## src/hw/rtl/spf_pkg.sv

```systemverilog
// ----------------------------------------------------------------------------
// spf_pkg
// Shared types, widths and constants of the sieve divisor enumerator.
// ----------------------------------------------------------------------------
package spf_pkg;

   localparam int unsigned VALUE_W            = 12;
   localparam int unsigned FACTOR_W           = 6;
   localparam int unsigned TABLE_AW           = VALUE_W - 1;
   localparam int unsigned TABLE_DEPTH        = 1 << TABLE_AW;
   localparam int unsigned SPF_MAX_VALUE      = 4095;
   localparam int unsigned SPF_DIVISOR_SLOTS  = 48;

   typedef logic [VALUE_W-1:0]  value_type;
   typedef logic [FACTOR_W-1:0] factor_type;

   // class of a transaction as seen by the front end
   typedef enum logic [1:0] {
      KIND_TRIVIAL,
      KIND_EVEN,
      KIND_ODD
   } spf_kind_type;

   typedef struct packed {
      value_type    value;
      spf_kind_type kind;
   } spf_item_type;

   typedef struct packed {
      logic                en;
      logic [TABLE_AW-1:0] addr;
   } spf_lookup_type;

   // odd primes below 64, the only sieve strides a 12-bit range needs
   function automatic logic spf_is_odd_prime(input factor_type p);
      logic res;
      res = 1'b0;
      case (p)
         6'd3, 6'd5, 6'd7, 6'd11, 6'd13, 6'd17, 6'd19, 6'd23, 6'd29,
         6'd31, 6'd37, 6'd41, 6'd43, 6'd47, 6'd53, 6'd59, 6'd61: res = 1'b1;
         default: res = 1'b0;
      endcase
      return res;
   endfunction

endpackage

```

## src/hw/rtl/spf_ifs.sv

```systemverilog


interface spf_rsp_if;
   import spf_pkg::*;
   logic      valid;
   logic      ready;
   value_type divisor;
   logic      last;

   modport source (output valid, output divisor, output last, input ready);
   modport sink   (input valid, input divisor, input last, output ready);
endinterface

```

## src/hw/rtl/spf_back.sv

```systemverilog
// ----------------------------------------------------------------------------
// spf_back
// Factoring engine: prime selection, shared restoring divider, divisor list
// expansion and response drain through a two-entry output buffer.
// ----------------------------------------------------------------------------
module spf_back #(
   parameter int unsigned DIVISOR_SLOTS = spf_pkg::SPF_DIVISOR_SLOTS
) (
   input  logic                    clock,
   input  logic                    reset,
   input  logic                    q_valid,
   input  spf_pkg::spf_item_type   q_item,
   output logic                    q_pop,
   output spf_pkg::spf_lookup_type lookup,
   input  spf_pkg::factor_type     tbl_rdata,
   spf_rsp_if.source               rsp_ch
);
   import spf_pkg::*;

   localparam int unsigned CNT_W  = $clog2(DIVISOR_SLOTS + 1);
   localparam int unsigned IDX_W  = (DIVISOR_SLOTS > 1) ? $clog2(DIVISOR_SLOTS) : 1;
   localparam int unsigned STEP_W = $clog2(VALUE_W);

   typedef enum logic [2:0] {
      S_IDLE,
      S_PICK,
      S_LOOK,
      S_DIV,
      S_CHECK,
      S_MULT,
      S_EMIT
   } state_type;

   typedef struct packed {
      value_type divisor;
      logic      last;
   } out_type;

   state_type          state_ff, state_in;
   value_type          r_ff, r_in;
   value_type          p_ff, p_in;
   value_type          power_ff, power_in;
   logic [CNT_W-1:0]   base_ff, base_in;
   logic [CNT_W-1:0]   count_ff, count_in;
   logic [CNT_W-1:0]   idx_ff, idx_in;
   value_type          quo_ff, quo_in;
   logic [VALUE_W:0]   rem_ff, rem_in;
   logic [STEP_W-1:0]  step_ff, step_in;
   logic               mpend_ff, mpend_in;
   logic               epend_ff, epend_in;
   logic               elast_ff, elast_in;

   out_type            buf_ff [2];
   logic               bw_ff, bw_in;
   logic               br_ff, br_in;
   logic [1:0]         occ_ff, occ_in;

   value_type          list_mem [DIVISOR_SLOTS];
   value_type          rd_ff;
   logic               mem_we;
   logic [IDX_W-1:0]   mem_waddr;
   value_type          mem_wdata;
   logic [IDX_W-1:0]   mem_raddr;

   logic [2*VALUE_W-1:0] prod;
   logic [2*VALUE_W-1:0] pow_prod;
   logic [VALUE_W:0]     rem_sh;
   logic                 rem_ge;
   logic                 pop;
   logic                 room;
   logic                 m_issue;
   logic                 e_issue;

   assign prod     = rd_ff * power_ff;
   assign pow_prod = power_ff * p_ff;
   assign rem_sh   = {rem_ff[VALUE_W-1:0], quo_ff[VALUE_W-1]};
   assign rem_ge   = (rem_sh >= {1'b0, p_ff});

   assign pop  = (occ_ff != '0) && rsp_ch.ready;
   assign room = ({1'b0, occ_ff} + 3'(epend_ff)) < (3'd2 + 3'(pop));

   assign m_issue = (idx_ff < base_ff) &&
                    (({1'b0, count_ff} + (CNT_W+1)'(mpend_ff)) <
                     (CNT_W+1)'(DIVISOR_SLOTS));
   assign e_issue = (idx_ff < count_ff) && room;

   always_comb begin
      state_in    = state_ff;
      r_in        = r_ff;
      p_in        = p_ff;
      power_in    = power_ff;
      base_in     = base_ff;
      count_in    = count_ff;
      idx_in      = idx_ff;
      quo_in      = quo_ff;
      rem_in      = rem_ff;
      step_in     = step_ff;
      mpend_in    = 1'b0;
      epend_in    = 1'b0;
      elast_in    = elast_ff;
      q_pop       = 1'b0;
      lookup.en   = 1'b0;
      lookup.addr = r_ff[VALUE_W-1:1];
      mem_we      = 1'b0;
      mem_waddr   = count_ff[IDX_W-1:0];
      mem_wdata   = prod[VALUE_W-1:0];
      mem_raddr   = idx_ff[IDX_W-1:0];

      unique case (state_ff)
         S_IDLE: begin
            if (q_valid) begin
               q_pop     = 1'b1;
               r_in      = q_item.value;
               count_in  = CNT_W'(1);
               base_in   = CNT_W'(1);
               power_in  = VALUE_W'(1);
               mem_we    = 1'b1;
               mem_waddr = '0;
               mem_wdata = VALUE_W'(1);
               case (q_item.kind)
                  KIND_TRIVIAL: begin
                     idx_in   = '0;
                     state_in = S_EMIT;
                  end
                  KIND_EVEN: begin
                     p_in     = VALUE_W'(2);
                     quo_in   = q_item.value;
                     rem_in   = '0;
                     step_in  = '0;
                     state_in = S_DIV;
                  end
                  KIND_ODD: begin
                     lookup.en   = 1'b1;
                     lookup.addr = q_item.value[VALUE_W-1:1];
                     state_in    = S_LOOK;
                  end
                  default: state_in = S_IDLE;
               endcase
            end
         end
         S_PICK: begin
            // start the next prime, or drain when nothing is left to factor
            if (r_ff <= VALUE_W'(1)) begin
               idx_in   = '0;
               state_in = S_EMIT;
            end else begin
               base_in  = count_ff;
               power_in = VALUE_W'(1);
               if (!r_ff[0]) begin
                  p_in     = VALUE_W'(2);
                  quo_in   = r_ff;
                  rem_in   = '0;
                  step_in  = '0;
                  state_in = S_DIV;
               end else begin
                  lookup.en = 1'b1;
                  state_in  = S_LOOK;
               end
            end
         end
         S_LOOK: begin
            // an unmarked entry means the odd part is itself prime
            p_in     = (tbl_rdata == '0) ? r_ff : VALUE_W'(tbl_rdata);
            quo_in   = r_ff;
            rem_in   = '0;
            step_in  = '0;
            state_in = S_DIV;
         end
         S_DIV: begin
            rem_in  = rem_ge ? (rem_sh - {1'b0, p_ff}) : rem_sh;
            quo_in  = {quo_ff[VALUE_W-2:0], rem_ge};
            step_in = step_ff + 1'b1;
            if (step_ff == STEP_W'(VALUE_W - 1)) begin
               state_in = S_CHECK;
            end
         end
         S_CHECK: begin
            if (rem_ff == '0) begin
               r_in     = quo_ff;
               power_in = pow_prod[VALUE_W-1:0];
               idx_in   = '0;
               state_in = S_MULT;
            end else begin
               state_in = S_PICK;
            end
         end
         S_MULT: begin
            // read list[idx], then append list[idx] * power from the registered read
            if (mpend_ff) begin
               mem_we   = 1'b1;
               count_in = count_ff + 1'b1;
            end
            if (m_issue) begin
               mpend_in = 1'b1;
               idx_in   = idx_ff + 1'b1;
            end else if (!mpend_ff) begin
               if (r_ff > VALUE_W'(1)) begin
                  quo_in   = r_ff;
                  rem_in   = '0;
                  step_in  = '0;
                  state_in = S_DIV;
               end else begin
                  state_in = S_PICK;
               end
            end
         end
         S_EMIT: begin
            if (e_issue) begin
               epend_in = 1'b1;
               elast_in = ((idx_ff + 1'b1) == count_ff);
               idx_in   = idx_ff + 1'b1;
               if ((idx_ff + 1'b1) == count_ff) begin
                  state_in = S_IDLE;
               end
            end
         end
         default: state_in = S_IDLE;
      endcase
   end

   always_comb begin
      bw_in  = epend_ff ? ~bw_ff : bw_ff;
      br_in  = pop ? ~br_ff : br_ff;
      occ_in = occ_ff + 2'(epend_ff) - 2'(pop);
   end

   always_ff @(posedge clock) begin
      if (reset) begin
         state_ff <= S_IDLE;
         mpend_ff <= 1'b0;
         epend_ff <= 1'b0;
         bw_ff    <= 1'b0;
         br_ff    <= 1'b0;
         occ_ff   <= '0;
      end else begin
         state_ff <= state_in;
         mpend_ff <= mpend_in;
         epend_ff <= epend_in;
         bw_ff    <= bw_in;
         br_ff    <= br_in;
         occ_ff   <= occ_in;
      end
      r_ff     <= r_in;
      p_ff     <= p_in;
      power_ff <= power_in;
      base_ff  <= base_in;
      count_ff <= count_in;
      idx_ff   <= idx_in;
      quo_ff   <= quo_in;
      rem_ff   <= rem_in;
      step_ff  <= step_in;
      elast_ff <= elast_in;
      if (epend_ff) begin
         buf_ff[bw_ff] <= '{divisor: rd_ff, last: elast_ff};
      end
   end

   always_ff @(posedge clock) begin
      if (mem_we) begin
         list_mem[mem_waddr] <= mem_wdata;
      end
      rd_ff <= list_mem[mem_raddr];
   end

   assign rsp_ch.valid   = (occ_ff != '0);
   assign rsp_ch.divisor = buf_ff[br_ff].divisor;
   assign rsp_ch.last    = buf_ff[br_ff].last;

endmodule
```

## src/flat_wrapper.sv

```systemverilog
// flat-port wrapper written by rule: the top's interface ports become plain ports
module spf_back_flat import spf_pkg::*;
#(
   parameter int unsigned DIVISOR_SLOTS = spf_pkg::SPF_DIVISOR_SLOTS
)
  (clock, reset, q_valid, q_item, q_pop, lookup, tbl_rdata, rsp_ch_valid, rsp_ch_divisor, rsp_ch_last, rsp_ch_ready);
  spf_rsp_if rsp_ch_i ();
  input  logic clock;
  input  logic reset;
  input  logic q_valid;
  input  spf_pkg::spf_item_type q_item;
  output logic q_pop;
  output spf_pkg::spf_lookup_type lookup;
  input  spf_pkg::factor_type tbl_rdata;
  output wire logic [$bits(rsp_ch_i.valid)-1:0] rsp_ch_valid;
  output wire logic [$bits(rsp_ch_i.divisor)-1:0] rsp_ch_divisor;
  output wire logic [$bits(rsp_ch_i.last)-1:0] rsp_ch_last;
  input wire logic [$bits(rsp_ch_i.ready)-1:0] rsp_ch_ready;
  assign rsp_ch_valid = rsp_ch_i.valid;
  assign rsp_ch_divisor = rsp_ch_i.divisor;
  assign rsp_ch_last = rsp_ch_i.last;
  assign rsp_ch_i.ready = rsp_ch_ready;
  spf_back #(.DIVISOR_SLOTS(DIVISOR_SLOTS)) u_core (.clock(clock), .reset(reset), .q_valid(q_valid), .q_item(q_item), .q_pop(q_pop), .lookup(lookup), .tbl_rdata(tbl_rdata), .rsp_ch(rsp_ch_i));
endmodule
```

## config.mk

```make
export PLATFORM = sky130hd
export DESIGN_NAME = spf_back_flat
export DESIGN_NICKNAME = d
export VERILOG_FILES = /design/src/hw/rtl/spf_pkg.sv /design/src/hw/rtl/spf_ifs.sv /design/src/hw/rtl/spf_back.sv /design/src/flat_wrapper.sv
export SDC_FILE = /design/constraint.sdc
export NUM_CORES = 1
export LEC_CHECK = 0
export ABC_AREA = 1
export BUFFER_PORTS_ARGS = -buffer_cell sky130_fd_sc_hd__buf_2
export CORE_MARGIN = 4
export CORE_UTILIZATION = 32
export DETAILED_ROUTE_END_ITERATION = 10
export HOLD_SLACK_MARGIN = 0.03
export PLACE_DENSITY_LB_ADDON = 0.05
export SLEW_MARGIN = 25
export SYNTH_ARGS = -nofsm -noshare
export SYNTH_HDL_FRONTEND = slang
export SYNTH_SLANG_ARGS = --single-unit
```

## constraint.sdc

```tcl
create_clock -name clock -period 10 [get_ports clock]
set_input_delay 2 -clock clock [delete_from_list [all_inputs] [get_ports clock]]
set_output_delay 2 -clock clock [all_outputs]
set_load 0.1 [all_outputs]
```

==> flow_summary.toml <==
[global_routing]
grt_pass1_wl_microns = 149000
antenna_found_initial = 2
overflow = 0
grt_pass1_vias = 22800
grt_max_degree = 164
grtUsageTotal = 0.177

[routing]
avgRoutedWirePerCell_microns = 21.6
wl_microns = 99400
wl_met3_microns = 3440
drc = 0
vias = 22700
wl_met1_microns = 46400
drtIter0Drc = 1558
via_per_inst = 4.94
drtPass1Iterations = 5
met2_length_microns = 47400
top_layer_used = "met4"
postRouteAntennaNets = 0

[sta]
tightest_slew_ns = 1.19
hold_violations = 0
fin_tns_setup_ns = 0
setup_viol = 0
finalCritPeriodShare = 0.589
rsz0062_at_grt = "no"
worst_hold_slack_ns = 0.457
slew_headroom = 0.204
clock_skew_ns = 0.0296
drv_slew = 0
fmax_mhz = 170
fin_crit_ns = 5.89

[yosys]
syn_nets = 3280
ys_ff_latch = 708
syn_inst = 3089
synth_area_sq_um = 34000
synth_cell_type_count = 45
synth-seq-area-share = 0.619
avgSynthCellArea_sq_um = 11.0
yosysWarnings = 0

[setup_path]
r2r_slack_ns = 4.53
reg2reg_to = "u_core.list_mem[8][11]"
cpPeakStageDelay_ns = 0.53
cp-start-kind = "input port"
r2r_start = "u_core.power_ff[3]"
crit_fanout = 23
crit_top_cell = "buf_2"
cp_cell_sequence = "buf_2 -> inv_1 -> nor2_2 -> buf_4 -> nand3_1 -> o21ai_0 -> buf_2"
startpoint = "q_valid"
critPathSlowestCell = "nand3_1"
critPathKind = "input port to primary output"
required_ns = 8.00
cp.arrival_ns = 3.89
endpoint = "lookup[0]"
reg2regPathDepth = 18
end_kind = "primary output"

[floorplanning]
core_area_sq_um = 105000
floorplan.initialDensity = 0.322
boundaryPins = 51
rows = 119
die_x_microns = 334
dieArea_sq_um = 111000
die_h_microns = 334

[finish]
final_common_cell = "edfxtp_1"
fillers = 10400
drive_above_1_share = 0.0933
multi_input_comb_area_sq_um = 11200
regArea_sq_um = 21000
final_core_util = 0.368
areaGrowthSynthToFinish_pct = 14.0
final_nets = 3327
final_cell_mix = "edfxtp_1 (686), nand2_1 (600), inv_1 (313)"

[clock_network]
htree_levels = 3
cts_hold_buf = 0
cts_sinks = 708
cts_root_buffer = "clkbuf_16"
clk_pin_slew_ns = 0.06
postCtsSetupRepairBufs = 0
cts_buffer_depth = 3
cts_repair_resize_count = 0
clk_latency_ns = 0.64
cts_tree = "done"
cts_buffers = 86

[placed_design]
portBuffers = 50
hpwl_microns = 62300
routabilityCongestion = 0.805

[status]
outcome = "complete, no violations"

[hold_path]
min_path_type = "flip-flop to flip-flop"

[flow_run]
drv_cap = 0
-- metal layers --
metal  vias to the layer above  global-route usage
met4                         0              0.0459
met3                       121              0.0203
met1                     11400               0.246
met2                       418               0.296
li1                      10800                   -
met5                         -                   0
-- critical path: cells and delay by family --
family          cells  cell delay [ns]
compound gates      1             0.37
buf+inv             4             0.89
simple gates        2             0.62
-- sequential cells by signal (all words and copies together) (netlist names), named ones only --
name	cells
u_core.quo_ff	12
u_core.idx_ff	6
u_core.epend_ff	1
u_core.list_mem	576
u_core.r_ff	12
u_core.base_ff	6
u_core.count_ff	6
u_core.rem_ff	13
u_core.occ_ff	2
u_core.power_ff	12
u_core.elast_ff	1
u_core.br_ff	1
u_core.p_ff	12
u_core.mpend_ff	1
u_core.buf_ff	26
u_core.rd_ff	12
u_core.state_ff	3
u_core.bw_ff	1
u_core.step_ff	4
-- synthesized netlist by cell type --
cell,instances,area share
o21bai_1,4,0.00088
nor2_2,4,0.00074
o32ai_1,1,0.00026
buf_2,55,0.0081
o311ai_0,3,0.00077
nand2_2,4,0.00074
o22ai_1,89,0.016
mux2i_1,48,0.014
a221oi_1,11,0.0028
fa_1,79,0.047
buf_1,12,0.0013
o211ai_2,1,0.00037
inv_2,2,0.00022
o221ai_1,5,0.0013
o21ba_2,1,0.00029
ha_1,88,0.032
o21a_1,2,0.00044
nand4_2,1,0.00037
nand2_1,601,0.066
o211ai_1,47,0.010
or2_2,3,0.00055
a22oi_1,1,0.00022
edfxtp_1,686,0.61
inv_1,316,0.035
nor2_1,336,0.037
nand3b_1,7,0.0015
nor4_1,7,0.0013
a21boi_0,2,0.00044
o2111ai_1,5,0.0013
dfxtp_1,22,0.013
xor2_1,19,0.0049
a31oi_1,6,0.0011
nand2b_1,1,0.00018
buf_4,7,0.0015
clkbuf_1,81,0.0089
nand3_1,80,0.012
o21ai_1,13,0.0019
nor3_1,15,0.0022
or2_0,1,0.00018
a21oi_1,110,0.016
xnor2_1,8,0.0021
mux2_2,13,0.0043
clkinv_1,2,0.00022
nand4_1,13,0.0024
o21ai_0,277,0.041
-- how the worst min path moves through the flow --
| stage | cells after the start | slack (ns) | endpoint | start |
|---|---|---|---|---|
| floorplan | 0 | 0.42 | u_core.buf_ff[0][0] | u_core.elast_ff |
| global placement | 0 | 0.44 | u_core.buf_ff[1][0] | u_core.elast_ff |
| detailed placement | 0 | 0.44 | u_core.buf_ff[1][0] | u_core.elast_ff |
| CTS | 0 | 0.45 | u_core.buf_ff[1][0] | u_core.elast_ff |
| global route | 0 | 0.48 | u_core.buf_ff[1][0] | u_core.elast_ff |
| finish | 0 | 0.46 | u_core.buf_ff[1][0] | u_core.elast_ff |
-- final cells by class --
class	instances	area share
sequential	708	0.543
multi-input combinational	1906	0.290
clock buffer	109	0.0594
tap	1391	0.0449
inverter	320	0.0311
timing repair buffer	114	0.0203
clock inverter	46	0.0113
antenna	2	0.000129
-- metrics by stage --
stage          setup slack (ns)  cells  cell area (sq um)
2_1_floorplan              3.32   3089              34000
3_3_place_gp               4.21   4438              35900
3_5_place_dp               4.12   4439              36000
4_1_cts                    4.11   4594              38700
5_1_grt                    3.92   4594              38700
6_report                   4.11   4596              38700
-- cell families (layout without fill, tap and decap cells) --
logic type	count (synthesis)	count (layout)	synth area share
flops	708	708	0.619
buf+inv	475	589	0.0553
compound gates	578	578	0.0959
mux	61	61	0.0184
simple gates	1073	1073	0.125
other cells	0	2	0
fa+ha+maj	167	167	0.0789
xor+xnor	27	27	0.00696
Power is not shown: default switching activity piles up to over one toggle a cycle in this logic, so the estimate is an artifact.
