==> src/hw/rtl/spf_pkg.sv <==
// ----------------------------------------------------------------------------
// spf_pkg
// Shared types, widths and constants of the sieve divisor enumerator.
// ----------------------------------------------------------------------------
package spf_pkg;

   localparam int unsigned VALUE_W            = 12;
   localparam int unsigned FACTOR_W           = 6;
   localparam int unsigned TABLE_AW           = VALUE_W - 1;
   localparam int unsigned TABLE_DEPTH        = 1 << TABLE_AW;
   localparam int unsigned SPF_MAX_VALUE      = 4095;
   localparam int unsigned SPF_DIVISOR_SLOTS  = 48;

   typedef logic [VALUE_W-1:0]  value_type;
   typedef logic [FACTOR_W-1:0] factor_type;

   // class of a transaction as seen by the front end
   typedef enum logic [1:0] {
      KIND_TRIVIAL,
      KIND_EVEN,
      KIND_ODD
   } spf_kind_type;

   typedef struct packed {
      value_type    value;
      spf_kind_type kind;
   } spf_item_type;

   typedef struct packed {
      logic                en;
      logic [TABLE_AW-1:0] addr;
   } spf_lookup_type;

   // odd primes below 64, the only sieve strides a 12-bit range needs
   function automatic logic spf_is_odd_prime(input factor_type p);
      logic res;
      res = 1'b0;
      case (p)
         6'd3, 6'd5, 6'd7, 6'd11, 6'd13, 6'd17, 6'd19, 6'd23, 6'd29,
         6'd31, 6'd37, 6'd41, 6'd43, 6'd47, 6'd53, 6'd59, 6'd61: res = 1'b1;
         default: res = 1'b0;
      endcase
      return res;
   endfunction

endpackage

==> src/hw/rtl/spf_ifs.sv <==
// ----------------------------------------------------------------------------
// spf channel interfaces
// Valid/ready channels for request values and divisor responses.
// ----------------------------------------------------------------------------
interface spf_req_if;
   import spf_pkg::*;
   logic      valid;
   logic      ready;
   value_type value;

   modport source (output valid, output value, input ready);
   modport sink   (input valid, input value, output ready);
endinterface


==> src/hw/rtl/spf_front.sv <==
// ----------------------------------------------------------------------------
// spf_front
// Request intake: accept, classify and queue values for the factoring engine.
// ----------------------------------------------------------------------------
module spf_front (
   input  logic                  clock,
   input  logic                  reset,
   input  logic                  tbl_done,
   spf_req_if.sink               req_ch,
   output logic                  q_valid,
   output spf_pkg::spf_item_type q_item,
   input  logic                  q_pop
);
   import spf_pkg::*;

   localparam int unsigned QDepth = 2;

   spf_item_type ent_ff [QDepth];
   logic         wptr_ff, wptr_in;
   logic         rptr_ff, rptr_in;
   logic [1:0]   occ_ff, occ_in;
   logic         accept;
   spf_item_type item;

   function automatic spf_kind_type classify(input value_type v);
      spf_kind_type k;
      if (v < VALUE_W'(2)) begin
         k = KIND_TRIVIAL;
      end else if (v[0]) begin
         k = KIND_ODD;
      end else begin
         k = KIND_EVEN;
      end
      return k;
   endfunction

   assign req_ch.ready = tbl_done && (occ_ff != 2'(QDepth));
   assign accept       = req_ch.valid && req_ch.ready;
   assign item.value   = req_ch.value;
   assign item.kind    = classify(req_ch.value);

   always_comb begin
      wptr_in = wptr_ff;
      rptr_in = rptr_ff;
      occ_in  = occ_ff;
      if (accept) begin
         wptr_in = ~wptr_ff;
      end
      if (q_pop) begin
         rptr_in = ~rptr_ff;
      end
      occ_in = occ_ff + 2'(accept) - 2'(q_pop);
   end

   always_ff @(posedge clock) begin
      if (reset) begin
         wptr_ff <= 1'b0;
         rptr_ff <= 1'b0;
         occ_ff  <= '0;
      end else begin
         wptr_ff <= wptr_in;
         rptr_ff <= rptr_in;
         occ_ff  <= occ_in;
      end
      if (accept) begin
         ent_ff[wptr_ff] <= item;
      end
   end

   assign q_valid = (occ_ff != '0);
   assign q_item  = ent_ff[rptr_ff];

endmodule

==> src/flat_wrapper.sv <==
// flat-port wrapper written by rule: the top's interface ports become plain ports
module spf_front_flat import spf_pkg::*;
  (clock, reset, tbl_done, q_valid, q_item, q_pop, req_ch_valid, req_ch_value, req_ch_ready);
  spf_req_if req_ch_i ();
  input  logic clock;
  input  logic reset;
  input  logic tbl_done;
  output logic q_valid;
  output spf_pkg::spf_item_type q_item;
  input  logic q_pop;
  input wire logic [$bits(req_ch_i.valid)-1:0] req_ch_valid;
  input wire logic [$bits(req_ch_i.value)-1:0] req_ch_value;
  output wire logic [$bits(req_ch_i.ready)-1:0] req_ch_ready;
  assign req_ch_i.valid = req_ch_valid;
  assign req_ch_i.value = req_ch_value;
  assign req_ch_ready = req_ch_i.ready;
  spf_front u_core (.clock(clock), .reset(reset), .tbl_done(tbl_done), .req_ch(req_ch_i), .q_valid(q_valid), .q_item(q_item), .q_pop(q_pop));
endmodule
==> config.mk <==
export PLATFORM = sky130hd
export DESIGN_NAME = spf_front_flat
export DESIGN_NICKNAME = d
export VERILOG_FILES = /design/src/hw/rtl/spf_pkg.sv /design/src/hw/rtl/spf_ifs.sv /design/src/hw/rtl/spf_front.sv /design/src/flat_wrapper.sv
export SDC_FILE = /design/constraint.sdc
export NUM_CORES = 1
export LEC_CHECK = 0
export BUFFER_PORTS_ARGS = -buffer_cell sky130_fd_sc_hd__buf_4
export CORE_MARGIN = 2
export CORE_UTILIZATION = 45
export DETAILED_ROUTE_END_ITERATION = 8
export GPL_ROUTABILITY_DRIVEN = 0
export HOLD_SLACK_MARGIN = 0.1
export PLACE_DENSITY = 0.69
export SLEW_MARGIN = 20
export SYNTH_ARGS = -nofsm -noshare
export SYNTH_HDL_FRONTEND = slang
export SYNTH_SLANG_ARGS = --single-unit
==> constraint.sdc <==
create_clock -name clock -period 3.76 [get_ports clock]
set_input_delay 0 -clock clock [delete_from_list [all_inputs] [get_ports clock]]
set_output_delay 0 -clock clock [all_outputs]
set_load 0.05 [all_outputs]
==> run metrics, run 1 <==
outcome finished clean; CP Data Arrival Time 1900 ps; Net Sw Frac 29.8%; cell depth of the worst min-delay path 5; Clock Tree Buf Depth 2; post-synthesis simple-gate area fraction 4.15%; number of nets with antenna violations after detailed routing 0; reported leakage power 0.000697 uW; via count 788; share of cells above drive strength 1 43.5%; H-tree lvl count 2; final clock period utilization by the worst path 44.9%; antenna cells 0; dominant combinational cell family by area after synthesis multiplexers; clock-pin slew of the registers on the worst-case setup and hold paths 90 ps; antenna violations before repair 0; required time at the worst-slack endpoint 3970 ps; Worst Setup SP u_core.occ_ff[1]; vias in the first global route 803; critical path startpoint category flip-flop; achievable clock frequency 592 MHz; final WL 2270 um; TritonCTS Buffers 5; clock skew after layout 6.81 ps; compound-gate portion of the synthesized area 3.18%; initial DRC count 9; global-route total usage across every layer 15.5%; wire length of the first global-routing pass 3630 um; sequential share of power 51.3%; number of distinct library cells after synthesis 18; Std-Cell Core Area 2760 sq um; fraction of power consumed by combinational cells 25.6%; hold worst-path end u_core.occ_ff[0]; clock network power share 23.1%; total of fill cells in the finished design 216; Setup crit end kind flip-flop; number of storage elements in the synthesis netlist 33; number of port buffers 32; Clock Tree Root sky130_fd_sc_hd__clkbuf_4; netlist area before placement 1300 sq um; Mapped Nets 95; worst reg2reg setup slack 2070 ps; maximum number of pins on one net before global-route repair 15; # nets final 149; area of the die 3330 sq um; net switching power figure 256 uW; category of the most critical setup path flip-flop to flip-flop; combined flip-flop and latch cell area 941 sq um; area taken by multi-input logic gates 328 sq um; vertical die dimension 57.7 um; post-DP HPWL 1510 um; Detailed Routing Iterations Pass 1 3; Vias per Instance 4.86; relative slew slack 51.7%; Pint 604 uW; HP Class input pin to flip-flop; number of slew-limit violations in the final report 0; Clk Latency, worst-skew pair 320 ps; average size of a mapped cell 17.1 sq um; final number of setup-violating endpoints 0; Yosys warnings 0; RR Startpoint u_core.occ_ff[1]; Worst Tran Pin Value 724 ps; number of standard cells after synthesis 76; Max Cap Viol 0; terminus of the critical flop-to-flop path u_core.wptr_ff; clock tree sinks 33; Hold Startpoint tbl_done; shortest period the worst path allows 1690 ps; most common cell after layout, fill and taps aside sky130_fd_sc_hd__buf_4; unrepaired setup endpoints after global routing no; worst hold margin 201 ps; Max rail drop VDD 0.000366 V; fraction of the mapped netlist area in adder cells 1.93%; most used cells in the layout excluding fill and tap cells sky130_fd_sc_hd__buf_4, sky130_fd_sc_hd__edfxtp_1, sky130_fd_sc_hd__dlygate4sd3_1; count of pins on the block boundary 33; fraction of synthesized cell area in xor and xnor cells 2.03%; final number of hold-violating endpoints 0; die outline width 57.7 um; DRC 0; Cell Pwr Density 481 nW/um^2; sum of negative setup slack 0 ps; clock tree from TritonCTS done; share of Yosys cell area claimed by the top area cell type 64.8%; buffer count from post-CTS setup fixing 0; number of cells on the worst reg-to-reg path 4; Avg WL per Cell 14.0 um; FP Rows 19; Max Fanout on Critical Path 4; cell types with the largest area share after synthesis sky130_fd_sc_hd__edfxtp_1, sky130_fd_sc_hd__mux2_2, sky130_fd_sc_hd__dfxtp_1, sky130_fd_sc_hd__mux2_4, sky130_fd_sc_hd__nor2_1; sequential area share after synthesis 72.5%; initial core utilization 47.1%; area growth from synthesis to final layout 37.9%; overall overflow remaining after global route 0; proportion of synthesized area in mux cells 13.6%; largest area contributor in the netlist sky130_fd_sc_hd__edfxtp_1
power groups by stage:
| stage | Sequential [uW] | Combinational (uW) | Clock (uW) |
|---|---|---|---|
| floorplan | 443 | 149 | 0 |
| global placement | 449 | 202 | 0 |
| detailed placement | 450 | 206 | 0 |
| CTS | 442 | 221 | 203 |
| global route | 445 | 233 | 224 |
| finish | 441 | 220 | 198 |
flip-flops by register name, indices dropped and copies added (netlist names), named ones only:
name / count
u_core.wptr_ff: 1
u_core.occ_ff: 2
u_core.rptr_ff: 1
u_core.ent_ff: 28
how the worst max path moves through the flow:
stage	cells after the start	slack [ps]	to
after floorplan	2	2210	req_ch_ready
after global placement	3	1990	u_core.ent_ff[1][9]
after detailed placement	3	1890	u_core.ent_ff[0][6]
after CTS	3	1890	u_core.ent_ff[0][13]
after global routing	2	1990	q_item[0]
final	4	2070	u_core.wptr_ff
per-layer routing:
metal	vias to the layer above	share of wire (%)	GRT usage [%]
met3	5	3.3	5.36
met4	0	2.1	7.97
met5	-	0	0
li1	392	-	-
met1	371	41	17.5
met2	20	54	26.0
worst max-delay path, stage by stage, from the launching register on:
cell	delay, ps
sky130_fd_sc_hd__dfxtp_1	380
sky130_fd_sc_hd__inv_2	70
sky130_fd_sc_hd__o211ai_4	220
sky130_fd_sc_hd__dlygate4sd3_1	620
sky130_fd_sc_hd__mux2_4	300
kinds of logic (layout without fill, tap and decap cells):
family | after synthesis | after routing
flip-flops | 33 | 33
multiplexers | 15 | 15
AND/OR/NAND/NOR | 12 | 12
buffers and inverters | 7 | 62
AO/OA/AOI/OAI | 4 | 4
XOR/XNOR | 3 | 3
adder cells (fa/ha/maj) | 2 | 2
layout make-up:
type,count,share of cell area [%]
sequential,33,52.6
timing repair buffer,48,22.4
multi-input combinational,36,18.3
clock buffer,8,3.29
tap,31,2.17
inverter,6,1.26
through the flow:
| stage | total power (uW) | setup WS [ps] | instances | instance area, sq um | util [%] |
|---|---|---|---|---|---|
| 6_report | 860 | 2070 | 162 | 1790 | 64.9 |
| 5_1_grt | 902 | 1990 | 162 | 1790 | 64.9 |
| 4_1_cts | 866 | 1890 | 162 | 1780 | 64.7 |
| 3_5_place_dp | 657 | 1890 | 138 | 1570 | 56.8 |
| 3_3_place_gp | 650 | 1990 | 138 | 1570 | 56.8 |
| 2_1_floorplan | 592 | 2210 | 76 | 1300 | - |
Yosys cell counts:
cell / count
sky130_fd_sc_hd__edfxtp_1: 28
sky130_fd_sc_hd__mux2_2: 13
sky130_fd_sc_hd__nor2_1: 7
sky130_fd_sc_hd__dfxtp_1: 5
sky130_fd_sc_hd__inv_1: 5
sky130_fd_sc_hd__a31oi_1: 2
sky130_fd_sc_hd__ha_1: 2
sky130_fd_sc_hd__mux2_4: 2
sky130_fd_sc_hd__nor4_1: 2
sky130_fd_sc_hd__xnor2_1: 2
sky130_fd_sc_hd__a21boi_0: 1
sky130_fd_sc_hd__buf_6: 1
sky130_fd_sc_hd__inv_2: 1
sky130_fd_sc_hd__nand2_1: 1
sky130_fd_sc_hd__nor2b_1: 1
sky130_fd_sc_hd__nor3_1: 1
sky130_fd_sc_hd__o211ai_4: 1
sky130_fd_sc_hd__xor2_1: 1
what timing repair did:
| item | CTS | global route |
|---|---|---|
| endpoints found under the hold margin | 33 | 0 |
| gates resized for setup | 0 | 0 |
| hold buffers | 16 | 0 |
No activity file was read; power rests on OpenSTA's default activity.
==> inputs of run 2 (changes only) <==
ABC_AREA = 1   (was unset)
PLACE_DENSITY = 0.72   (was 0.69)
clock period = 1.45 ns   (was 3.76 ns; I/O delays follow)
==> run metrics, run 2 <==
outcome finished clean; vias in the first global route 904; clock skew after layout 10.0 ps; Critical-path top delay cell sky130_fd_sc_hd__dfxtp_4; Clk Latency, worst-skew pair 320 ps; total of fill cells in the finished design 225; cell depth of the worst min-delay path 3; crit path buf inv count 2; wire length of the first global-routing pass 3800 um; clock tree from TritonCTS done; antenna violations before repair 0; sequential share of power 52.9%; cell types with the largest area share after synthesis sky130_fd_sc_hd__edfxtp_1, sky130_fd_sc_hd__mux2_2, sky130_fd_sc_hd__dfxtp_1, sky130_fd_sc_hd__nor2_1, sky130_fd_sc_hd__inv_1; terminus of the critical flop-to-flop path u_core.ent_ff[0][4]; FP Rows 19; Hold Startpoint reset; average size of a mapped cell 14.6 sq um; most common cell after layout, fill and taps aside sky130_fd_sc_hd__buf_4; sum of negative setup slack 0 ps; Pint 1480 uW; maximum number of pins on one net before global-route repair 15; unrepaired setup endpoints after global routing no; post-DP HPWL 1590 um; number of enable-type register cells in the synthesized netlist 28; Mapped Nets 109; final number of setup-violating endpoints 0; RR Startpoint u_core.occ_ff[0]; DRC 0; global-route total usage across every layer 15.7%; Worst Tran Pin Value 202 ps; Max rail drop VDD 0.000981 V; category of the most critical setup path flip-flop to output port; buffer count from post-CTS setup fixing 0; Net Sw Frac 29.2%; Primary FF master, synth sky130_fd_sc_hd__edfxtp_1; required time at the worst-slack endpoint 1450 ps; top flop regs u_core.ent_ff x28, u_core.occ_ff x2; # nets final 167; HP Class input pin to flip-flop; number of slew-limit violations in the final report 0; least setup slack across all paths after layout 71.3 ps; overall overflow remaining after global route 0; reported leakage power 0.000765 uW; top cell family by delay on the critical path flip-flops; antenna cells 0; number of port buffers 32; Max Fanout on Critical Path 7; critical path cell sequence clkbuf_16 -> mux2_2 -> buf_4; die outline width 58.0 um; area of the die 3360 sq um; Std-Cell Core Area 2760 sq um; initial core utilization 47.5%; most frequent cells after synthesis sky130_fd_sc_hd__edfxtp_1, sky130_fd_sc_hd__mux2_2, sky130_fd_sc_hd__nor2_1; number of distinct library cells after synthesis 16; Reg with most FFs u_core.ent_ff; share of Yosys cell area claimed by the top area cell type 64.2%; final number of hold-violating endpoints 0; count of pins on the block boundary 33; clock network power share 22.5%; final WL 2460 um; number of standard cells after synthesis 90; Clock Tree Root sky130_fd_sc_hd__clkbuf_4; Detailed Routing Iterations Pass 1 2; worst reg2reg setup slack 210 ps; fin util 67.1%; area growth from synthesis to final layout 41.3%; TritonCTS Buffers 5; FFs w/ async S/R, synth 0%; largest area contributor in the netlist sky130_fd_sc_hd__edfxtp_1; final clock period utilization by the worst path 95.1%; CP Data Arrival Time 1380 ps; share of cells above drive strength 1 40.3%; Setup WS pre-CTS 211 ps; clock tree sinks 33; Setup crit end kind output port; netlist area before placement 1310 sq um; critical path startpoint category flip-flop; Clock Tree Buf Depth 2; Max Cap Viol 0; relative slew slack 86.6%; number of storage elements in the synthesis netlist 33; largest stage delay on the critical path 390 ps; achievable clock frequency 725 MHz; max FFs per register 28; Avg WL per Cell 13.6 um; number of nets with antenna violations after detailed routing 0; most frequent cell after synthesis sky130_fd_sc_hd__edfxtp_1; Yosys warnings 0; shortest period the worst path allows 1380 ps; fraction of power consumed by combinational cells 24.7%; net switching power figure 610 uW; Vias per Instance 4.84; Cell Pwr Density 1130 nW/um^2; number of cells on the worst reg-to-reg path 5; most used cells in the layout excluding fill and tap cells sky130_fd_sc_hd__buf_4, sky130_fd_sc_hd__edfxtp_1, sky130_fd_sc_hd__dlygate4sd3_1; clock-pin slew of the registers on the worst-case setup and hold paths 90 ps; sequential area share after synthesis 71.8%; vertical die dimension 58.0 um; H-tree lvl count 2; initial DRC count 13; via count 872
==> run 2: per-stage QoR <==
| step | total power (uW) | std cells | instance area (sq um) | hold slack [ps] |
|---|---|---|---|---|
| after CTS | 2100 | 180 | 1820 | 376 |
| after floorplan | 1440 | 90 | 1310 | 71.2 |
| final | 2090 | 180 | 1850 | 391 |
| after global routing | 2190 | 180 | 1850 | 394 |
| after global placement | 1580 | 155 | 1600 | 189 |
| after detailed placement | 1590 | 155 | 1600 | 191 |
==> run 2: layer usage <==
metal | part of all wire (%) | routed length (um) | vias to the layer above | GRT usage, %
met5 | 0 | 0 | - | 0
met4 | 1.1 | 27 | 0 | 5.98
met3 | 5.1 | 125 | 5 | 5.36
met2 | 52 | 1270 | 28 | 28.2
met1 | 42 | 1030 | 408 | 16.9
li1 | - | - | 431 | -
==> run 2: logic make-up (layout without fill, tap and decap cells) <==
| kind of cell | count (synthesis) | in the layout | synth area share, % |
|---|---|---|---|
| buffers and inverters | 11 | 70 | 3.73 |
| multiplexers | 14 | 14 | 12.0 |
| AO/OA/AOI/OAI | 4 | 4 | 1.72 |
| AND/OR/NAND/NOR | 25 | 25 | 8.12 |
| flip-flops | 33 | 33 | 71.8 |
| adder cells (fa/ha/maj) | 2 | 2 | 1.91 |
| XOR/XNOR | 1 | 1 | 0.669 |
==> run 2: worst max path at each step <==
| stage | from | endpoint | slack (ps) | depth (start not counted) |
|---|---|---|---|---|
| final | flip-flop | q_item[2] | 70 | 3 |
| after global routing | flip-flop | q_item[7] | 20 | 3 |
| after CTS | flip-flop | q_item[13] | 3 | 3 |
| after detailed placement | u_core.occ_ff[0] | u_core.ent_ff[0][8] | 210 | 5 |
| after global placement | u_core.occ_ff[0] | u_core.ent_ff[0][8] | 290 | 5 |
| after floorplan | u_core.occ_ff[0] | u_core.ent_ff[0][0] | 130 | 4 |
==> run 2: layout make-up <==
class,count,area (sq um),area share [%]
multi-input cells,46,323,17.4
clock buffers,6,41.3,2.23
repair buffers,52,455,24.6
flip-flops and latches,33,945,51.0
clock inverters,2,10.0,0.541
well taps,31,38.8,2.10
inverters,10,37.5,2.03
==> run 2: power groups by stage <==
stage	Clock, uW	Combinational [uW]	Sequential [uW]
2_1_floorplan	0	318	1120
3_3_place_gp	0	456	1120
4_1_cts	496	505	1100
6_report	470	517	1110
3_5_place_dp	0	467	1120
5_1_grt	525	550	1110
==> run 2: repair_timing <==
| action | in CTS | in global routing |
|---|---|---|
| resized for setup | 0 | 4 |
| hold buffers | 17 | 0 |
| endpoints found under the setup margin | 0 | 15 |
| endpoints found under the hold margin | 33 | 0 |
==> run 2: worst reg2reg max path: stages (launching register included) <==
cell	delay (ps)
sky130_fd_sc_hd__dfxtp_1	330
sky130_fd_sc_hd__inv_1	60
sky130_fd_sc_hd__nand2_1	80
sky130_fd_sc_hd__nand3_1	130
sky130_fd_sc_hd__nor2_2	100
sky130_fd_sc_hd__buf_4	230
==> inputs of run 3 (changes only) <==
CORE_MARGIN = 5   (was 2)
==> run metrics, run 3 (synthesis results as in run 2) <==
net switching power figure 600 uW; clock network power share 22.5%; number of slew-limit violations in the final report 0; Max Cap Viol 0; Clock Tree Buf Depth 2; die outline width 64.0 um; relative slew slack 86.8%; Cell Pwr Density 1140 nW/um^2; initial core utilization 47.1%; top flop regs u_core.ent_ff x28, u_core.occ_ff x2; fraction of power consumed by combinational cells 24.3%; worst reg2reg setup slack 230 ps; clock-pin slew of the registers on the worst-case setup and hold paths 90 ps; area of the die 4090 sq um; critical path startpoint category flip-flop; vias in the first global route 851; max FFs per register 28; Vias per Instance 4.73; number of port buffers 32; unrepaired setup endpoints after global routing no; Clock Tree Root sky130_fd_sc_hd__clkbuf_4; share of cells above drive strength 1 39.2%; clock tree from TritonCTS done; maximum number of pins on one net before global-route repair 15; clock tree sinks 33; area growth from synthesis to final layout 39.1%; Setup crit end kind output port; sum of negative setup slack 0 ps; required time at the worst-slack endpoint 1450 ps; RR Startpoint u_core.occ_ff[0]; Pint 1470 uW; final clock period utilization by the worst path 95.6%; Net Sw Frac 29.0%; TritonCTS Buffers 5; clock skew after layout 3.34 ps; Clk Latency, worst-skew pair 320 ps; initial DRC count 20; # nets final 166; Reg with most FFs u_core.ent_ff; most common cell after layout, fill and taps aside sky130_fd_sc_hd__buf_4; final number of hold-violating endpoints 0; outcome finished clean; sequential share of power 53.2%; wire length of the first global-routing pass 3840 um; Max rail drop VDD 0.000867 V; Std-Cell Core Area 2780 sq um; Detailed Routing Iterations Pass 1 2; reported leakage power 0.000753 uW; final number of setup-violating endpoints 0; H-tree lvl count 2; global-route total usage across every layer 12.2%; achievable clock frequency 721 MHz; category of the most critical setup path flip-flop to output port; via count 847; fin util 65.5%; vertical die dimension 64.0 um; HP Class input pin to flip-flop; shortest period the worst path allows 1390 ps; DRC 0; antenna violations before repair 0; buffer count from post-CTS setup fixing 0; Worst Tran Pin Value 196 ps; number of nets with antenna violations after detailed routing 0; FP Rows 19; most used cells in the layout excluding fill and tap cells sky130_fd_sc_hd__buf_4, sky130_fd_sc_hd__edfxtp_1, sky130_fd_sc_hd__dlygate4sd3_1; antenna cells 0; Avg WL per Cell 13.5 um; overall overflow remaining after global route 0; Hold Startpoint reset; Max Fanout on Critical Path 14; CP Data Arrival Time 1390 ps; count of pins on the block boundary 33; final WL 2410 um; post-DP HPWL 1630 um
[run 3: timing repair]
action,4_1_cts,5_1_grt
setup endpoints to repair,0,14
gates resized for setup,0,2
hold endpoints to repair,33,0
hold buffers,16,0
[run 3: layout make-up]
class                   instances  area (sq um)
fillers                       210           960
flip-flops and latches         33           941
repair buffers                 51           430
multi-input cells              46           323
clock buffers                   6          41.3
well taps                      31          38.8
inverters                      10          37.5
clock inverters                 2          10.0
[run 3: worst paths after layout]
check	endpoint	cells after the start
setup / recovery	q_item[13]	3
setup reg to reg	u_core.ent_ff[0][0]	5
hold reg to reg	u_core.rptr_ff	2
hold / removal	u_core.occ_ff[0]	3
[run 3: critical path: stages (launching register included)]
cell	delay, ps
sky130_fd_sc_hd__dfxtp_1	350
sky130_fd_sc_hd__buf_8	170
sky130_fd_sc_hd__mux2_2	360
sky130_fd_sc_hd__buf_4	190
[run 3: routing by layer]
metal / wire [um] / vias to the layer above / global-route usage [%]
li1: - / 429 / -
met1: 1000 / 387 / 14.2
met2: 1210 / 27 / 20.5
met3: 161 / 4 / 4.55
met4: 31 / 0 / 4.68
met5: 0 / - / 0
[run 3: per-stage QoR]
step	cells	setup slack (ps)	cell area [sq um]	hold slack (ps)	total power [uW]
final	179	63.8	1820	408	2070
after global routing	179	0.895	1820	407	2180
after CTS	179	5.86	1810	380	2090
after detailed placement	155	231	1600	195	1590
after global placement	155	285	1600	188	1580
after floorplan	90	135	1310	71.2	1440
[run 3: power groups by stage]
stage | registers, uW | logic, uW | clock network, uW
2_1_floorplan | 1120 | 318 | 0
3_3_place_gp | 1120 | 459 | 0
3_5_place_dp | 1120 | 467 | 0
4_1_cts | 1100 | 503 | 489
5_1_grt | 1110 | 534 | 539
6_report | 1100 | 502 | 465
